===== src/rtl/core/lspd_pkg.sv =====
// Package with shared types and constants of the laser serial packet decoder.
package lspd_pkg;

	// Field widths of the byte and result words.
	localparam int unsigned BYTE_W  = 8;
	localparam int unsigned EVENT_W = 3;
	localparam int unsigned DAC_W   = 16;
	localparam int unsigned LEVEL_W = 3;
	localparam int unsigned RATE_W  = 16;
	localparam int unsigned LED_W   = 16;

	// Configuration port geometry.
	localparam int unsigned PDATA_W = 32;
	localparam int unsigned PADDR_W = 3;

	// Reset value of the LED period register and countdown.
	localparam logic [LED_W-1:0] LED_PERIOD_RST = 16'd500;

	// Event codes carried in event_res.
	localparam logic [EVENT_W-1:0] EV_POINT    = 3'd0;
	localparam logic [EVENT_W-1:0] EV_SET_RATE = 3'd1;
	localparam logic [EVENT_W-1:0] EV_RESET    = 3'd2;
	localparam logic [EVENT_W-1:0] EV_IDENTIFY = 3'd3;
	localparam logic [EVENT_W-1:0] EV_UNKNOWN  = 3'd4;

	// Command nibbles (high nibble of the command byte).
	localparam logic [3:0] CMD_POINT    = 4'h2;
	localparam logic [3:0] CMD_SET_RATE = 4'h1;
	localparam logic [3:0] CMD_RESET    = 4'hF;
	localparam logic [3:0] CMD_IDENTIFY = 4'hE;

	// Sync byte skipped in the command position.
	localparam logic [BYTE_W-1:0] SYNC_BYTE = 8'hFF;

	// Channel prefixes of the two DAC words.
	localparam logic [3:0] DAC_A_PREFIX = 4'b0111;
	localparam logic [3:0] DAC_B_PREFIX = 4'b1111;

	// Register index of led_period.
	localparam logic REG_LED_PERIOD = 1'b0;

	// One decoded result word.
	typedef struct packed {
		logic [EVENT_W-1:0] event_res;
		logic [DAC_W-1:0]   dac_a_word;
		logic [DAC_W-1:0]   dac_b_word;
		logic [LEVEL_W-1:0] red_level;
		logic [LEVEL_W-1:0] green_level;
		logic [LEVEL_W-1:0] blue_level;
		logic [RATE_W-1:0]  point_rate;
		logic               status_led;
	} res_t;

endpackage


===== src/rtl/core/lspd_ifs.sv =====
// Valid/ready channel interfaces for received bytes and decoded results.
interface lspd_byte_if;
	logic                       valid;
	logic                       ready;
	logic [lspd_pkg::BYTE_W-1:0] rx_byte;

	modport source(output valid, output rx_byte, input ready);
	modport sink(input valid, input rx_byte, output ready);
endinterface

interface lspd_res_if;
	logic                        valid;
	logic                        ready;
	logic [lspd_pkg::EVENT_W-1:0] event_res;
	logic [lspd_pkg::DAC_W-1:0]   dac_a_word;
	logic [lspd_pkg::DAC_W-1:0]   dac_b_word;
	logic [lspd_pkg::LEVEL_W-1:0] red_level;
	logic [lspd_pkg::LEVEL_W-1:0] green_level;
	logic [lspd_pkg::LEVEL_W-1:0] blue_level;
	logic [lspd_pkg::RATE_W-1:0]  point_rate;
	logic                         status_led;

	modport source(output valid, output event_res, output dac_a_word, output dac_b_word,
		output red_level, output green_level, output blue_level, output point_rate,
		output status_led, input ready);
	modport sink(input valid, input event_res, input dac_a_word, input dac_b_word,
		input red_level, input green_level, input blue_level, input point_rate,
		input status_led, output ready);
endinterface


===== src/rtl/core/lspd_cfg_regs.sv =====
// APB-style register block holding the status LED period.
module lspd_cfg_regs (
	input  logic                           clk,
	input  logic                           arst_n,
	input  logic                           psel,
	input  logic                           penable,
	input  logic                           pwrite,
	input  logic [lspd_pkg::PADDR_W-1:0]   paddr,
	input  logic [lspd_pkg::PDATA_W-1:0]   pwdata,
	output logic [lspd_pkg::PDATA_W-1:0]   prdata,
	output logic                           pready,
	output logic [lspd_pkg::LED_W-1:0]     led_period
);

	logic [lspd_pkg::LED_W-1:0] led_period_q;
	logic                       reg_hit;

	// Word index is the address above the byte offset.
	assign reg_hit = (paddr[lspd_pkg::PADDR_W-1] == lspd_pkg::REG_LED_PERIOD);
	assign pready  = 1'b1;

	// Register write in the access phase.
	always_ff @(posedge clk or negedge arst_n) begin
		if (!arst_n) begin
			led_period_q <= lspd_pkg::LED_PERIOD_RST;
		end else if (psel && penable && pwrite && reg_hit) begin
			led_period_q <= pwdata[lspd_pkg::LED_W-1:0];
		end
	end

	// Read data; unmapped addresses read as zero.
	always_comb begin
		prdata = '0;
		if (reg_hit) begin
			prdata[lspd_pkg::LED_W-1:0] = led_period_q;
		end
	end

	assign led_period = led_period_q;

endmodule


===== src/rtl/core/lspd_framer.sv =====
// Packet framer: collects the five bytes of a packet, decodes it and runs the LED counter.
module lspd_framer (
	input  logic                         clk,
	input  logic                         arst_n,
	input  logic                         accept,
	input  logic [lspd_pkg::BYTE_W-1:0]  rx_byte,
	input  logic [lspd_pkg::LED_W-1:0]   led_period,
	output logic                         push,
	output lspd_pkg::res_t               res
);

	// Byte position within the packet.
	localparam logic [2:0] POS_CMD    = 3'd0;
	localparam logic [2:0] POS_DX     = 3'd1;
	localparam logic [2:0] POS_DY     = 3'd2;
	localparam logic [2:0] POS_DXY    = 3'd3;
	localparam logic [2:0] POS_COLOR  = 3'd4;

	logic [2:0]                  pos_q;
	logic [lspd_pkg::BYTE_W-1:0] cmd_q;
	logic [lspd_pkg::BYTE_W-1:0] first_q;
	logic [lspd_pkg::BYTE_W-1:0] second_q;
	logic [lspd_pkg::BYTE_W-1:0] low_q;
	logic [lspd_pkg::LED_W-1:0]  led_cnt_q;
	logic                        led_q;
	logic                        is_point;
	logic [lspd_pkg::LED_W-1:0]  led_cnt_next;
	logic                        led_next;

	// Byte position sequencing; a sync byte in the command slot is dropped.
	always_ff @(posedge clk or negedge arst_n) begin
		if (!arst_n) begin
			pos_q <= POS_CMD;
		end else if (accept) begin
			unique case (pos_q)
				POS_CMD: begin
					if (rx_byte != lspd_pkg::SYNC_BYTE) begin
						pos_q <= POS_DX;
					end
				end
				POS_DX:    pos_q <= POS_DY;
				POS_DY:    pos_q <= POS_DXY;
				POS_DXY:   pos_q <= POS_COLOR;
				default:   pos_q <= POS_CMD;
			endcase
		end
	end

	// Packet byte capture.
	always_ff @(posedge clk) begin
		if (accept) begin
			if (pos_q == POS_CMD) begin
				cmd_q <= rx_byte;
			end
			if (pos_q == POS_DX) begin
				first_q <= rx_byte;
			end
			if (pos_q == POS_DY) begin
				second_q <= rx_byte;
			end
			if (pos_q == POS_DXY) begin
				low_q <= rx_byte;
			end
		end
	end

	assign push = accept && (pos_q == POS_COLOR);

	// Command decode of the finished packet, with the color byte taken live.
	always_comb begin
		res          = '0;
		is_point     = 1'b0;
		unique case (cmd_q[7:4])
			lspd_pkg::CMD_POINT: begin
				is_point        = 1'b1;
				res.event_res   = lspd_pkg::EV_POINT;
				res.dac_a_word  = {lspd_pkg::DAC_A_PREFIX, second_q, low_q[7:4]};
				res.dac_b_word  = {lspd_pkg::DAC_B_PREFIX, first_q, low_q[3:0]};
				res.red_level   = rx_byte[7:5];
				res.green_level = rx_byte[3:1];
				res.blue_level  = cmd_q[3:1];
			end
			lspd_pkg::CMD_SET_RATE: begin
				res.event_res  = lspd_pkg::EV_SET_RATE;
				res.point_rate = {first_q, second_q};
			end
			lspd_pkg::CMD_RESET:    res.event_res = lspd_pkg::EV_RESET;
			lspd_pkg::CMD_IDENTIFY: res.event_res = lspd_pkg::EV_IDENTIFY;
			default:                res.event_res = lspd_pkg::EV_UNKNOWN;
		endcase

		// Status LED countdown advances on every point.
		led_cnt_next = led_cnt_q;
		led_next     = led_q;
		if (is_point) begin
			if (led_cnt_q == '0) begin
				led_cnt_next = led_period;
				led_next     = ~led_q;
			end else begin
				led_cnt_next = led_cnt_q - 1'b1;
			end
		end
		res.status_led = led_next;
	end

	// LED counter and level update when a packet completes.
	always_ff @(posedge clk or negedge arst_n) begin
		if (!arst_n) begin
			led_cnt_q <= lspd_pkg::LED_PERIOD_RST;
			led_q     <= 1'b1;
		end else if (push) begin
			led_cnt_q <= led_cnt_next;
			led_q     <= led_next;
		end
	end

endmodule


===== src/rtl/core/lspd_out_buf.sv =====
// Two-entry result buffer: an output register backed by a skid register.
module lspd_out_buf (
	input  logic           clk,
	input  logic           arst_n,
	input  logic           push,
	input  lspd_pkg::res_t res,
	output logic           in_ready,
	lspd_res_if.source     res_out
);

	logic           main_valid_q;
	logic           skid_valid_q;
	lspd_pkg::res_t main_q;
	lspd_pkg::res_t skid_q;
	logic           pop;

	assign pop      = main_valid_q && res_out.ready;
	assign in_ready = !skid_valid_q;

	// Occupancy of the two entries.
	always_ff @(posedge clk or negedge arst_n) begin
		if (!arst_n) begin
			main_valid_q <= 1'b0;
			skid_valid_q <= 1'b0;
		end else if (pop) begin
			if (skid_valid_q) begin
				skid_valid_q <= 1'b0;
			end else begin
				main_valid_q <= push;
			end
		end else if (push) begin
			if (main_valid_q) begin
				skid_valid_q <= 1'b1;
			end else begin
				main_valid_q <= 1'b1;
			end
		end
	end

	// Payload movement: the skid word moves forward before new words enter.
	always_ff @(posedge clk) begin
		if (pop) begin
			if (skid_valid_q) begin
				main_q <= skid_q;
			end else if (push) begin
				main_q <= res;
			end
		end else if (push) begin
			if (main_valid_q) begin
				skid_q <= res;
			end else begin
				main_q <= res;
			end
		end
	end

	assign res_out.valid       = main_valid_q;
	assign res_out.event_res   = main_q.event_res;
	assign res_out.dac_a_word  = main_q.dac_a_word;
	assign res_out.dac_b_word  = main_q.dac_b_word;
	assign res_out.red_level   = main_q.red_level;
	assign res_out.green_level = main_q.green_level;
	assign res_out.blue_level  = main_q.blue_level;
	assign res_out.point_rate  = main_q.point_rate;
	assign res_out.status_led  = main_q.status_led;

endmodule


===== src/rtl/core/laser_serial_packet_decoder_unit.sv =====
// Top level of the laser serial packet decoder.
// The decoder takes one received serial byte per word on rx and frames five-byte packets
// (command, dx, dy, dxy, color); a 0xFF byte where a command is expected is dropped as sync.
// Every fifth byte of a packet produces one result word on res: point commands give the
// two DAC words, color levels and the updated status LED, set-rate commands give the point
// rate, reset, identify and unknown commands give an event code, and every word carries
// the status LED. A byte is accepted every cycle while rx.ready is high; the two-entry
// result buffer lets the decoder keep taking bytes while one result waits, and rx.ready
// drops only while two results are held. The LED period register sits at byte address 0
// of the APB port and takes effect at the next LED reload.
module laser_serial_packet_decoder_unit (
	input  logic                          clk,
	input  logic                          arst_n,
	input  logic                          psel,
	input  logic                          penable,
	input  logic                          pwrite,
	input  logic [lspd_pkg::PADDR_W-1:0]  paddr,
	input  logic [lspd_pkg::PDATA_W-1:0]  pwdata,
	output logic [lspd_pkg::PDATA_W-1:0]  prdata,
	output logic                          pready,
	lspd_byte_if.sink                     rx,
	lspd_res_if.source                    res
);

	logic [lspd_pkg::LED_W-1:0] led_period;
	logic                       accept;
	logic                       push;
	logic                       in_ready;
	lspd_pkg::res_t             dec_res;

	assign rx.ready = in_ready;
	assign accept   = rx.valid && in_ready;

	lspd_cfg_regs u_cfg (
		.clk        (clk),
		.arst_n     (arst_n),
		.psel       (psel),
		.penable    (penable),
		.pwrite     (pwrite),
		.paddr      (paddr),
		.pwdata     (pwdata),
		.prdata     (prdata),
		.pready     (pready),
		.led_period (led_period)
	);

	lspd_framer u_framer (
		.clk        (clk),
		.arst_n     (arst_n),
		.accept     (accept),
		.rx_byte    (rx.rx_byte),
		.led_period (led_period),
		.push       (push),
		.res        (dec_res)
	);

	lspd_out_buf u_out_buf (
		.clk      (clk),
		.arst_n   (arst_n),
		.push     (push),
		.res      (dec_res),
		.in_ready (in_ready),
		.res_out  (res)
	);

endmodule


===== src/flat_wrapper.sv =====
// flat-port wrapper written by rule: the top's interface ports become plain ports
module laser_serial_packet_decoder_unit_flat 
  (clk, arst_n, psel, penable, pwrite, paddr, pwdata, prdata, pready, rx_valid, rx_rx_byte, rx_ready, res_valid, res_event_res, res_dac_a_word, res_dac_b_word, res_red_level, res_green_level, res_blue_level, res_point_rate, res_status_led, res_ready);
  lspd_byte_if rx_i ();
  lspd_res_if res_i ();
  input  logic clk;
  input  logic arst_n;
  input  logic psel;
  input  logic penable;
  input  logic pwrite;
  input  logic [lspd_pkg::PADDR_W-1:0] paddr;
  input  logic [lspd_pkg::PDATA_W-1:0] pwdata;
  output logic [lspd_pkg::PDATA_W-1:0] prdata;
  output logic pready;
  input wire logic [$bits(rx_i.valid)-1:0] rx_valid;
  input wire logic [$bits(rx_i.rx_byte)-1:0] rx_rx_byte;
  output wire logic [$bits(rx_i.ready)-1:0] rx_ready;
  output wire logic [$bits(res_i.valid)-1:0] res_valid;
  output wire logic [$bits(res_i.event_res)-1:0] res_event_res;
  output wire logic [$bits(res_i.dac_a_word)-1:0] res_dac_a_word;
  output wire logic [$bits(res_i.dac_b_word)-1:0] res_dac_b_word;
  output wire logic [$bits(res_i.red_level)-1:0] res_red_level;
  output wire logic [$bits(res_i.green_level)-1:0] res_green_level;
  output wire logic [$bits(res_i.blue_level)-1:0] res_blue_level;
  output wire logic [$bits(res_i.point_rate)-1:0] res_point_rate;
  output wire logic [$bits(res_i.status_led)-1:0] res_status_led;
  input wire logic [$bits(res_i.ready)-1:0] res_ready;
  assign rx_i.valid = rx_valid;
  assign rx_i.rx_byte = rx_rx_byte;
  assign rx_ready = rx_i.ready;
  assign res_valid = res_i.valid;
  assign res_event_res = res_i.event_res;
  assign res_dac_a_word = res_i.dac_a_word;
  assign res_dac_b_word = res_i.dac_b_word;
  assign res_red_level = res_i.red_level;
  assign res_green_level = res_i.green_level;
  assign res_blue_level = res_i.blue_level;
  assign res_point_rate = res_i.point_rate;
  assign res_status_led = res_i.status_led;
  assign res_i.ready = res_ready;
  laser_serial_packet_decoder_unit u_core (.clk(clk), .arst_n(arst_n), .psel(psel), .penable(penable), .pwrite(pwrite), .paddr(paddr), .pwdata(pwdata), .prdata(prdata), .pready(pready), .rx(rx_i), .res(res_i));
endmodule

===== config.mk =====
export PLATFORM = sky130hd
export DESIGN_NAME = laser_serial_packet_decoder_unit_flat
export DESIGN_NICKNAME = d
export VERILOG_FILES = /design/src/rtl/core/lspd_pkg.sv /design/src/rtl/core/lspd_ifs.sv /design/src/rtl/core/lspd_cfg_regs.sv /design/src/rtl/core/lspd_framer.sv /design/src/rtl/core/lspd_out_buf.sv /design/src/rtl/core/laser_serial_packet_decoder_unit.sv /design/src/flat_wrapper.sv
export SDC_FILE = /design/constraint.sdc
export NUM_CORES = 1
export LEC_CHECK = 0
export BUFFER_PORTS_ARGS = -buffer_cell sky130_fd_sc_hd__buf_4
export CAP_MARGIN = 20
export CORE_MARGIN = 3
export CORE_UTILIZATION = 61
export CTS_CLUSTER_SIZE = 16
export DETAILED_ROUTE_END_ITERATION = 7
export GPL_TIMING_DRIVEN = 1
export PLACE_DENSITY = 0.86
export RECOVER_POWER = 25
export SLEW_MARGIN = 20
export SYNTH_ARGS = -nofsm -noshare
export SYNTH_HDL_FRONTEND = slang
export SYNTH_HIERARCHICAL = 1
export SYNTH_SLANG_ARGS = --single-unit

===== constraint.sdc =====
create_clock -name clk -period 8.1 [get_ports clk]
set_input_delay 0.405 -clock clk [delete_from_list [all_inputs] [get_ports clk]]
set_output_delay 0.405 -clock clk [all_outputs]
set_load 0.1 [all_outputs]

# Word-level counts from Yosys, hierarchy flattened
# Index checks and enable logic that the tools add are counted.
# op_classes
bitwise_logic,3
n_eq_ne,12
add_sub_neg,1
mux,21
n_reduce_logical,22
# op_table
op,n
$mux W61,5
$mux W16,3
$mux W40,1
$pmux W3 S4,2
$logic_not A16 Y1,1
$reduce_and A2 Y1,8
$sub A16 B1 Y16 const B,1
$mux W1,9
$eq A4 B4 Y1 const B,2
$ne A8 B8 Y1 const B,1
$eq A3 B2 Y1 const B,2
$logic_and A1 B1 Y1,6
$reduce_and A3 Y1,2
$reduce_bool A2 Y1,3
$eq A4 B1 Y1 const B,1
$eq A4 B2 Y1 const B,1
$ne A2 B2 Y1 const B,2
$eq A3 B1 Y1 const B,1
$eq A3 B3 Y1 const B,1
$logic_not A3 Y1,1
$mux W3,1
$not A1 Y1,3
$ne A2 B1 Y1 const B,1
$logic_not A1 Y1,1
# totals
inputBits,50
wordCells,85
out_inout_bits,96
regBits,192

# Longest topological paths before layout
# Gate-level depths: netlist of the first run.
# depth
ltp_word,6
depth_mapped,9
ltp_nobuf,7

# Modules after synthesis
# Netlist of the first run, hierarchy kept.
# modules_own_cells
module,cells_each,area_each_um2,n_inst,seq_area_each_um2
lspd_out_buf,202,4763.3,1,3713.6
lspd_framer,251,2802.7,1,1440.1
lspd_cfg_regs,70,907.1,1,407.9
laser_serial_packet_decoder_unit,1,6.3,1,0.0

# Least setup slack after synthesis of the first run
# No wires, ideal clock.
# synth_timing
kind,register to register
from,register u_core.u_out_buf.skid_valid_q
to,register u_core.u_out_buf.main_q (netlist bit u_core/u_out_buf/res_out.blue_level[0]) (enable)
arrival_ns,4.724
path_slack_ns,2.876
required_ns,7.600
period_less_slack_ns,5.224
setup_ns,0.500
stages_incl_launch_ff,7
n_path_buf,1
cell_sequence,dfrtp_1 > inv_1 > and2_1 > and4bb_1 > buf_2 > a21oi_1 > a21oi_1
# synth_between
elab_chain_len,5
elab_cells_between_ends,6
cone_classes,reduce/logical: 6
# synth_rtl
element,line_no,source
from (decl),lspd_out_buf.sv:12,logic skid_valid_q;
from (signal assigned),lspd_out_buf.sv:24,skid_valid_q <= 1'b0;
from (signal assigned),lspd_out_buf.sv:27,skid_valid_q <= 1'b0;
from (signal assigned),lspd_out_buf.sv:33,skid_valid_q <= 1'b1;
$logic_not A1 Y1 *,lspd_out_buf.sv:18,assign in_ready = !skid_valid_q;
net rx_ready,flat_wrapper.sv:17,output wire logic [$bits(rx_i.ready)-1:0] rx_ready;
$logic_and A1 B1 Y1 *,laser_serial_packet_decoder_unit.sv:32,assign accept = rx.valid && in_ready;
net u_core.accept,laser_serial_packet_decoder_unit.sv:26,logic accept;
$logic_and A1 B1 Y1 *,lspd_framer.sv:67,assign push = accept && (pos_q == POS_COLOR);
net u_core.push,laser_serial_packet_decoder_unit.sv:27,logic push;
$reduce_bool A2 Y1 (no line),--,
$reduce_and A3 Y1 (no line) *,--,
to (signal assigned),lspd_out_buf.sv:44,main_q <= skid_q;
to (signal assigned),lspd_out_buf.sv:46,main_q <= res;
to (signal assigned),lspd_out_buf.sv:52,main_q <= res;
to (decl),lspd_out_buf.sv:13,lspd_pkg::res_t main_q;
# The timed path passes the listed nets; every way through them passes the cells marked *.
# A chain may end at the register's enable or synchronous reset.

==> out/qor.yml, run 1 <==
outcome: "finished with violations"
violations: "max-capacitance violations, max-slew violations"
cp-start-kind: "flip-flop"
num_vias: 4609
numPortBuffers: 110
synth_adder_area_share_pct: 0.295
ios: 146
final_hold_viol_count: 0
synth_seq_cells: 191
cts_setup_buffers: 0
syn_area_um2: 8480
top_usage_layer: "met2"
synth_cell_types: 56
tightest_slew_ns: 2.04
numCtsBuffers: 17
dieArea_um2: 15400
clockBufferDepth: 2
power.internal_mw: 1.73
drtPass1Iterations: 5
clock_latency_ns: 0.43
p_clk_share_pct: 32.2
synth-compound-area-share_pct: 4.78
combPwrFrac_pct: 19.7
grt_overflow: 0
yosys.area_share.xor_xnor_pct: 0.207
routedWlPerCell_um: 19.7
power_frac_seq_pct: 48.1
end_kind: "flip-flop"
final_cell_mix: "153 x edfxtp_1, 92 x buf_4, 61 x mux2_4, 37 x and2_1, 25 x dfrtp_1"
grt_pass1_vias: 4512
synthSimpleGateAreaFrac_pct: 10.7
yosysWarnings: 6
grtUsageMet3_pct: 4.22
die_h_um: 124
synth.area.top_cells: "edfxtp_1 54%, mux2_4 12%, dfrtp_1 7.4%, dfstp_2 4.0%, and2_1 3.9%"
async_flop_share_pct: 19.9
area_growth_pct: 14.9
worst_clock_skew_ns: 0.0111
p_sw_uw: 778
final_common_cell: "edfxtp_1"
slew_viol_final: 39
cts_sinks: 191
finalCritPeriodShare_pct: 36.3
slew_headroom_pct: -36.2
yosys.area.top_type_share_pct: 54.2
rsz0062_at_grt: "false"
worstPathMaxFanout: 21
cap_violations: 1
wl_mm: 16.1
grtUsageMet2_pct: 36.1
worstSetupPathType: "flip-flop to flip-flop"
fin_setup_tns_ns: 0
cp_data_required_time_ns: 8.28
fin_nets: 680
fmax_mhz: 340
crit_arrival_ns: 3.12
clk_pin_slew_ns: 0.07
start_util_pct: 63.3
syn_area_per_cell_um2: 16.2
power_density_nw_per_um2: 258
vdd_drop_max_mv: 0.150
num_rows: 42
ys_seq_area_share_pct: 65.6
synth_edf_count: 153
root_buffer: "clkbuf_16"
fin_crit_ns: 2.94
fp.dieW_um: 124
grt_max_degree: 62
ant_nets: 0
n_antenna_cell: 0
dp_hpwl_mm: 10.3
nFillCells: 855
hold_ws_ns: 0.187
drtIter0Drc: 442
synthFlopType: "edfxtp_1"
grt_use_total_pct: 21.3
synth_top_cell_by_area: "edfxtp_1"
synth.area.mux_share_pct: 13.7
synth_cells: 524
total_leakage_power_nw: 3.88
drive_gt1_share_pct: 34.2
core_um2: 13400
hold_class: "input pin to flip-flop"
synth_top_family_by_area: "multiplexers"
gp_congestion: 0.852
sw_frac_of_total_pct: 31.0
route.detailed.drc: 0
vias_per_cell: 5.64
antenna_found_initial: 0
grtUsageMet1_pct: 26.6
cts_max_level: 4
cts_tree: "done"
setup_viol: 0
grt_pass1_wl_mm: 24.2
[metal layers]
metal | vias to the layer above | wire length [um]
li1 | 2106 | -
met5 | - | 0
met4 | 0 | 399
met2 | 156 | 8440
met3 | 34 | 817
met1 | 2313 | 6470
[synth_stat cells (3+ instances only)]
cell type,count
nand3_1,7
buf_2,5
o21ai_0,3
and2b_1,6
nand2_1,10
nor2_1,7
and3_1,4
nand4_1,5
edfxtp_1,153
buf_6,8
clkbuf_1,7
a2bb2oi_1,9
conb_1,3
and2_1,53
o21ai_1,7
buf_4,26
dfstp_2,13
o31ai_1,6
mux2_2,8
nor2b_1,12
nor3_2,3
dfrtp_1,25
mux2_4,70
inv_1,14
nor3_1,5
a21oi_1,10
o22ai_1,3
a21o_1,6
[registers in the layout (all words and copies together) (netlist names)]
signal,cells
u_core/u_cfg/led_period,16
u_core/u_framer/cmd_q,7
u_core/u_framer/first_q,8
u_core/u_framer/led_cnt_q,16
u_core/u_framer/led_q,1
u_core/u_framer/low_q,8
u_core/u_framer/pos_q,3
u_core/u_framer/second_q,8
u_core/u_out_buf/res_out.blue_level,3
u_core/u_out_buf/res_out.dac_a_word,16
u_core/u_out_buf/res_out.dac_b_word,16
u_core/u_out_buf/res_out.event_res,3
u_core/u_out_buf/res_out.green_level,3
u_core/u_out_buf/res_out.point_rate,16
u_core/u_out_buf/res_out.red_level,3
u_core/u_out_buf/res_out.status_led,1
u_core/u_out_buf/res_out.valid,1
u_core/u_out_buf/skid_q,61
u_core/u_out_buf/skid_valid_q,1
[power groups by stage]
stage,sequential (mW),combinational (mW),clock (mW)
finish,1.21,0.495,0.809
floorplan,1.32,0.303,0
global placement,1.22,0.492,0
global route,1.22,0.520,0.858
CTS,1.21,0.511,0.819
detailed placement,1.23,0.507,0
[through the flow]
| stage | setup slack [ns] | area, um2 | std cells | utilization [%] | power (mW) |
|---|---|---|---|---|---|
| floorplan | 2.88 | 8540 | 539 | - | 1.63 |
| global placement | 5.26 | 9300 | 784 | 69.4 | 1.71 |
| detailed placement | 5.19 | 9300 | 784 | 69.4 | 1.74 |
| CTS | 5.17 | 9880 | 817 | 73.7 | 2.54 |
| global route | 4.94 | 9740 | 817 | 72.7 | 2.60 |
| finish | 5.16 | 9740 | 817 | 72.7 | 2.51 |
[area by class of cell]
class,instances,area [um2],area share (%)
Clock buffer,17,425,4.37
Clock inverter,15,145,1.49
Inverter,14,52.6,0.539
Multi-Input combinational cell,288,2550,26.2
Sequential cell,191,5560,57.1
Tap cell,176,220,2.26
Timing Repair Buffer,116,787,8.08
[worst paths after layout]
kind | startpoint | to | slack, ns | cells after the start
worst max-delay path | u_core/u_framer/led_cnt_q[0]$_DFFE_PN0P_ | u_core/u_out_buf/res_out.status_led$_DFFE_PP_ | 5.16 | 7
min in group asynchronous | arst_n | u_core/u_cfg/led_period[9]$_DFFE_PN0P_ | 1.11 | 2
worst min register to register | u_core/u_framer/led_cnt_q[14]$_DFFE_PN0P_ | u_core/u_framer/led_cnt_q[14]$_DFFE_PN0P_ | 0.51 | 1
max in group asynchronous | arst_n | u_core/u_framer/led_cnt_q[11]$_DFFE_PN0P_ | 5.82 | 2
worst max register to register | u_core/u_framer/led_cnt_q[0]$_DFFE_PN0P_ | u_core/u_out_buf/res_out.status_led$_DFFE_PP_ | 5.16 | 7
worst min-delay path | res_ready | u_core/u_out_buf/skid_valid_q$_DFFE_PN0P_ | 0.19 | 2
[critical path, cell delays in order (launching register included)]
cell	delay, ns
dfrtp_1	0.40
inv_1	0.13
ha_1	0.20
nor4b_4	0.30
nand4_1	0.81
nor4_4	0.43
xor2_1	0.14
mux2_4	0.27
[timing repair]
| item | CTS | global route |
|---|---|---|
| resized for setup | 0 | 0 |
| endpoints found under the setup margin | 0 | 0 |
| hold buffers | 1 | 0 |
| hold endpoints to repair | 25 | 0 |
[logic make-up (layout without fill, tap and decap cells)]
group,count (synthesis),count (layout)
xor+xnor,2,2
buf+inv,60,162
simple gates,131,131
fa+ha+maj,2,2
mux,80,80
other cells,3,18
flops,191,191
compound gates,55,55
No activity file was read; power rests on OpenSTA's default activity.
==> inputs of run 2 (changes only) <==
Settings changed: CORE_UTILIZATION 61 to 51, PLACE_DENSITY 0.86 to 0.76.
Clock period 8.1 ns to 2.5 ns, I/O delays scaled along.
==> out/qor.yml, run 2 (synthesis gave the netlist of run 1 again) <==
fin_setup_tns_ns: 0
largest-register: "u_core/u_out_buf/skid_q"
drive_gt1_share_pct: 33.1
setup_viol: 0
vdd_drop_max_mv: 0.492
grt_overflow: 0
cp-start-kind: "flip-flop"
fmax_mhz: 469
cap_violations: 0
worst_clock_skew_ns: 0.00677
route.detailed.drc: 0
slew_headroom_pct: 20.8
cts_sinks: 191
routedWlPerCell_um: 18.1
drtIter0Drc: 339
vias_per_cell: 5.21
cp_data_required_time_ns: 2.68
total_leakage_power_nw: 4.06
fin_cells: 898
cts_tree: "done"
cts_setup_buffers: 0
final_util_pct: 63.6
start_util_pct: 52.8
pre_cts_ws_ns: 0.408
area_growth_pct: 20.5
grt_pass1_wl_mm: 25.4
core_um2: 16100
final_common_cell: "edfxtp_1"
num_vias: 4677
power_density_nw_per_um2: 818
nFillCells: 1167
root_buffer: "clkbuf_16"
fin_nets: 721
clockBufferDepth: 2
rsz0062_at_grt: "false"
outcome: "complete, no violations"
clock_latency_ns: 0.42
fin_crit_ns: 2.13
tightest_slew_ns: 1.19
multi_input_area_um2: 2550
grt_pass1_vias: 4825
grt_max_degree: 62
largest_register_ffs: 61
ant_nets: 0
dieArea_um2: 18200
finalCritPeriodShare_pct: 85.3
slew_viol_final: 0
drtPass1Iterations: 4
hold_class: "input pin to flip-flop"
crit_arrival_ns: 2.31
cts_max_level: 4
ios: 146
worstSetupPathType: "flip-flop to flip-flop"
numCtsBuffers: 17
fp.dieW_um: 135
numPortBuffers: 110
gp_congestion: 0.756
dp_hpwl_mm: 10.8
antenna_found_initial: 0
clk_pin_slew_ns: 0.07
n_antenna_cell: 0
area.sequential_um2: 5560
grt_use_total_pct: 18.1
placedCellCount: 840
die_h_um: 135
worstPathMaxFanout: 4
wl_mm: 16.3
num_rows: 46
setup_ws_ns: 0.368
final_cell_mix: "153 x edfxtp_1, 87 x buf_4, 61 x mux2_4, 52 x and2_1, 39 x clkbuf_1"
end_kind: "flip-flop"
final_hold_viol_count: 0
run 2: path summary, 6_finish.rpt:
check / from / to / slack [ns] / cells after the start
worst max-delay path: u_core/u_framer/led_cnt_q[0]$_DFFE_PN0P_ / u_core/u_out_buf/res_out.status_led$_DFFE_PP_ / 0.37 / 7
worst min-delay path: rx_valid / u_core/u_framer/pos_q[2]$_DFFE_PN0P_ / 0.13 / 4
worst max register to register: u_core/u_framer/led_cnt_q[0]$_DFFE_PN0P_ / u_core/u_out_buf/res_out.status_led$_DFFE_PP_ / 0.37 / 7
worst min register to register: u_core/u_framer/led_cnt_q[14]$_DFFE_PN0P_ / u_core/u_framer/led_cnt_q[14]$_DFFE_PN0P_ / 0.49 / 1
max in group asynchronous: arst_n / u_core/u_out_buf/skid_valid_q$_DFFE_PN0P_ / 1.48 / 2
min in group asynchronous: arst_n / u_core/u_out_buf/skid_valid_q$_DFFE_PN0P_ / 0.39 / 2
run 2: worst max-delay path, stage by stage (launching register included):
cell,delay (ns)
dfrtp_1,0.40
inv_1,0.13
ha_1,0.18
nor4b_4,0.29
nand4_1,0.27
nor4_4,0.22
xor2_1,0.13
mux2_4,0.27
run 2: final cells by class:
cell class / instances / area share [%]
sequential: 191 / 54.5
tap: 216 / 2.65
multi-input combinational: 288 / 25.0
clock inverter: 14 / 1.76
inverter: 14 / 0.551
timing repair buffer: 157 / 11.4
clock buffer: 18 / 4.20
run 2: where the power goes:
part           leakage [nW]  switching, mW  internal [mW]  total, mW
logic                  1.93           1.20          0.480       1.68
registers              1.84          0.172           3.74       3.92
clock network         0.294           1.16           1.59       2.75
total                  4.06           2.54           5.82       8.35
run 2: layer usage:
metal | part of all wire (%) | routed length [um] | vias to the layer above | global-route usage [%]
met5 | 0 | 0 | - | 0
met4 | 2.0 | 323 | 0 | 7.56
met3 | 4.8 | 776 | 28 | 3.69
met2 | 52 | 8450 | 130 | 31.2
met1 | 41 | 6710 | 2328 | 22.4
li1 | - | - | 2191 | -
run 2: timing repair:
action,4_1_cts,5_1_grt
hold buffers,26,0
resized for setup,0,0
endpoints found under the setup margin,0,0
hold endpoints to repair,73,0
run 2: through the flow:
step	hold slack, ns	area [um2]	power, mW
after floorplan	-0.171	8570	5.28
after global placement	0.123	9540	5.63
after detailed placement	0.127	9540	5.69
after CTS	0.113	10400	8.47
after global routing	0.151	10200	8.65
final	0.128	10200	8.35
==> inputs of run 3 (changes only) <==
Settings changed: RECOVER_POWER 25 to unset.
==> out/qor.yml, run 3 (synthesis gave the netlist of run 1 again) <==
cts_setup_buffers: 0
drtIter0Drc: 328
setup_ws_ns: 0.365
fin_nets: 721
slew_headroom_pct: 64.3
crit_family: "simple AND/OR/NAND/NOR gates"
fin_setup_tns_ns: 0
start_util_pct: 52.8
drive_gt1_share_pct: 40.2
grt_use_total_pct: 18.1
r2r-start: "u_core/u_framer/led_cnt_q[0]$_DFFE_PN0P_"
num_rows: 46
root_buffer: "clkbuf_16"
wl_mm: 16.3
numCtsBuffers: 17
reg2reg_slack_ns: 0.36
final_common_cell: "edfxtp_1"
drtPass1Iterations: 4
pre_cts_ws_ns: 0.408
cts_tree: "done"
vdd_drop_max_mv: 0.491
largest_register_ffs: 61
min_from: "rx_valid"
worst_clock_skew_ns: 0.00712
clk_pin_slew_ns: 0.07
crit_arrival_ns: 2.31
setup_viol: 0
final_hold_viol_count: 0
cts_max_level: 4
n_antenna_cell: 0
cts_sinks: 191
cp_slowest_stage_delay_ns: 0.40
cp_data_required_time_ns: 2.68
core_um2: 16100
cp-start-kind: "flip-flop"
ios: 146
grt_overflow: 0
timing.rr.end: "u_core/u_out_buf/res_out.status_led$_DFFE_PP_"
hold_ws_ns: 0.128
path_buf_inv: 1
hold_class: "input pin to flip-flop"
die_h_um: 135
slew_viol_final: 0
tightest_slew_ns: 0.534
final_cell_mix: "153 x edfxtp_1, 126 x buf_4, 70 x mux2_4, 52 x and2_1, 26 x dlygate4sd3_1"
outcome: "complete, no violations"
num_vias: 4679
power_density_nw_per_um2: 808
ant_nets: 0
hold_path_end: "u_core/u_framer/pos_q[2]$_DFFE_PN0P_"
gp_congestion: 0.756
rsz0062_at_grt: "false"
worstSetupPathType: "flip-flop to flip-flop"
area_growth_pct: 22.8
grt_pass1_wl_mm: 25.4
clockBufferDepth: 2
slowest_stage: "dfrtp_1"
dieArea_um2: 18200
dp_hpwl_mm: 10.8
grt_pass1_vias: 4825
placedCellCount: 840
fmax_mhz: 468
vias_per_cell: 5.21
final_util_pct: 64.8
antenna_found_initial: 0
fin_cells: 898
worstPathMaxFanout: 4
clock_latency_ns: 0.42
ctsResizeCount: 0
end_kind: "flip-flop"
largest-register: "u_core/u_out_buf/skid_q"
reg2reg_depth: 7
fp.dieW_um: 135
numPortBuffers: 110
cap_violations: 0
hold_path_depth: 4
fin_crit_ns: 2.14
finalCritPeriodShare_pct: 85.4
grt_max_degree: 62
total_leakage_power_nw: 4.26
cp_cell_sequence: "inv_1 -> ha_1 -> nor4b_4 -> nand4_1 -> nor4_4 -> xor2_1 -> mux2_4"
routedWlPerCell_um: 18.1
route.detailed.drc: 0
==> run 3: power breakdown <==
part	switching (mW)	internal, mW
clock network	1.16	1.59
logic	1.20	0.531
registers	0.172	3.74
total	2.54	5.87
==> run 3: worst register-to-register path, delay by kind of cell, from the launching register on <==
family,cells,cell delay [ns]
and+or+nand+nor,3,0.79
DFF,1,0.40
muxes,1,0.27
adders and majority gates,1,0.18
buffers and inverters,1,0.13
xor gates and xnor gates,1,0.13
==> run 3: final cells by class <==
type	instances	area [um2]
Inverter	14	56.3
Clock inverter	14	180
Sequential cell	191	5560
Clock buffer	18	429
Fill cell	1111	5650
Tap cell	216	270
Timing Repair Buffer	157	1310
Multi-Input combinational cell	288	2600
==> run 3: timing repair <==
item | 4_1_cts | 5_1_grt
hold buffers | 26 | 0
endpoints found under the hold margin | 73 | 0
endpoints found under the setup margin | 0 | 0
==> run 3: worst max-delay path by stage <==
stage                                                          from                                               end  slack [ns]  depth (start not counted)
after floorplan           u_core/u_out_buf/skid_valid_q$_DFFE_PN0P_  u_core/u_out_buf/res_out.blue_level[0]$_DFFE_PP_       -0.34                          6
after global placement     u_core/u_framer/led_cnt_q[0]$_DFFE_PN0P_     u_core/u_out_buf/res_out.status_led$_DFFE_PP_        0.45                          7
after detailed placement  u_core/u_out_buf/skid_valid_q$_DFFE_PN0P_         u_core/u_framer/led_cnt_q[11]$_DFFE_PN0P_        0.41                          7
after CTS                  u_core/u_framer/led_cnt_q[0]$_DFFE_PN0P_     u_core/u_out_buf/res_out.status_led$_DFFE_PP_        0.37                          7
after global routing      u_core/u_out_buf/skid_valid_q$_DFFE_PN0P_         u_core/u_framer/led_cnt_q[11]$_DFFE_PN0P_        0.24                          7
final                      u_core/u_framer/led_cnt_q[0]$_DFFE_PN0P_     u_core/u_out_buf/res_out.status_led$_DFFE_PP_        0.36                          7
==> run 3: metrics by stage <==
step                cell area, um2  total power, mW
floorplan                     8570             5.28
global placement              9540             5.63
detailed placement            9540             5.69
CTS                          10400             8.47
global route                 10400             8.71
finish                       10400             8.41
==> run 3: routing by layer <==
| layer | track usage (%) | wire, um |
|---|---|---|
| met1 | 22.4 | 6760 |
| met2 | 31.2 | 8520 |
| met3 | 3.69 | 695 |
| met4 | 7.56 | 314 |
| met5 | 0 | 0 |
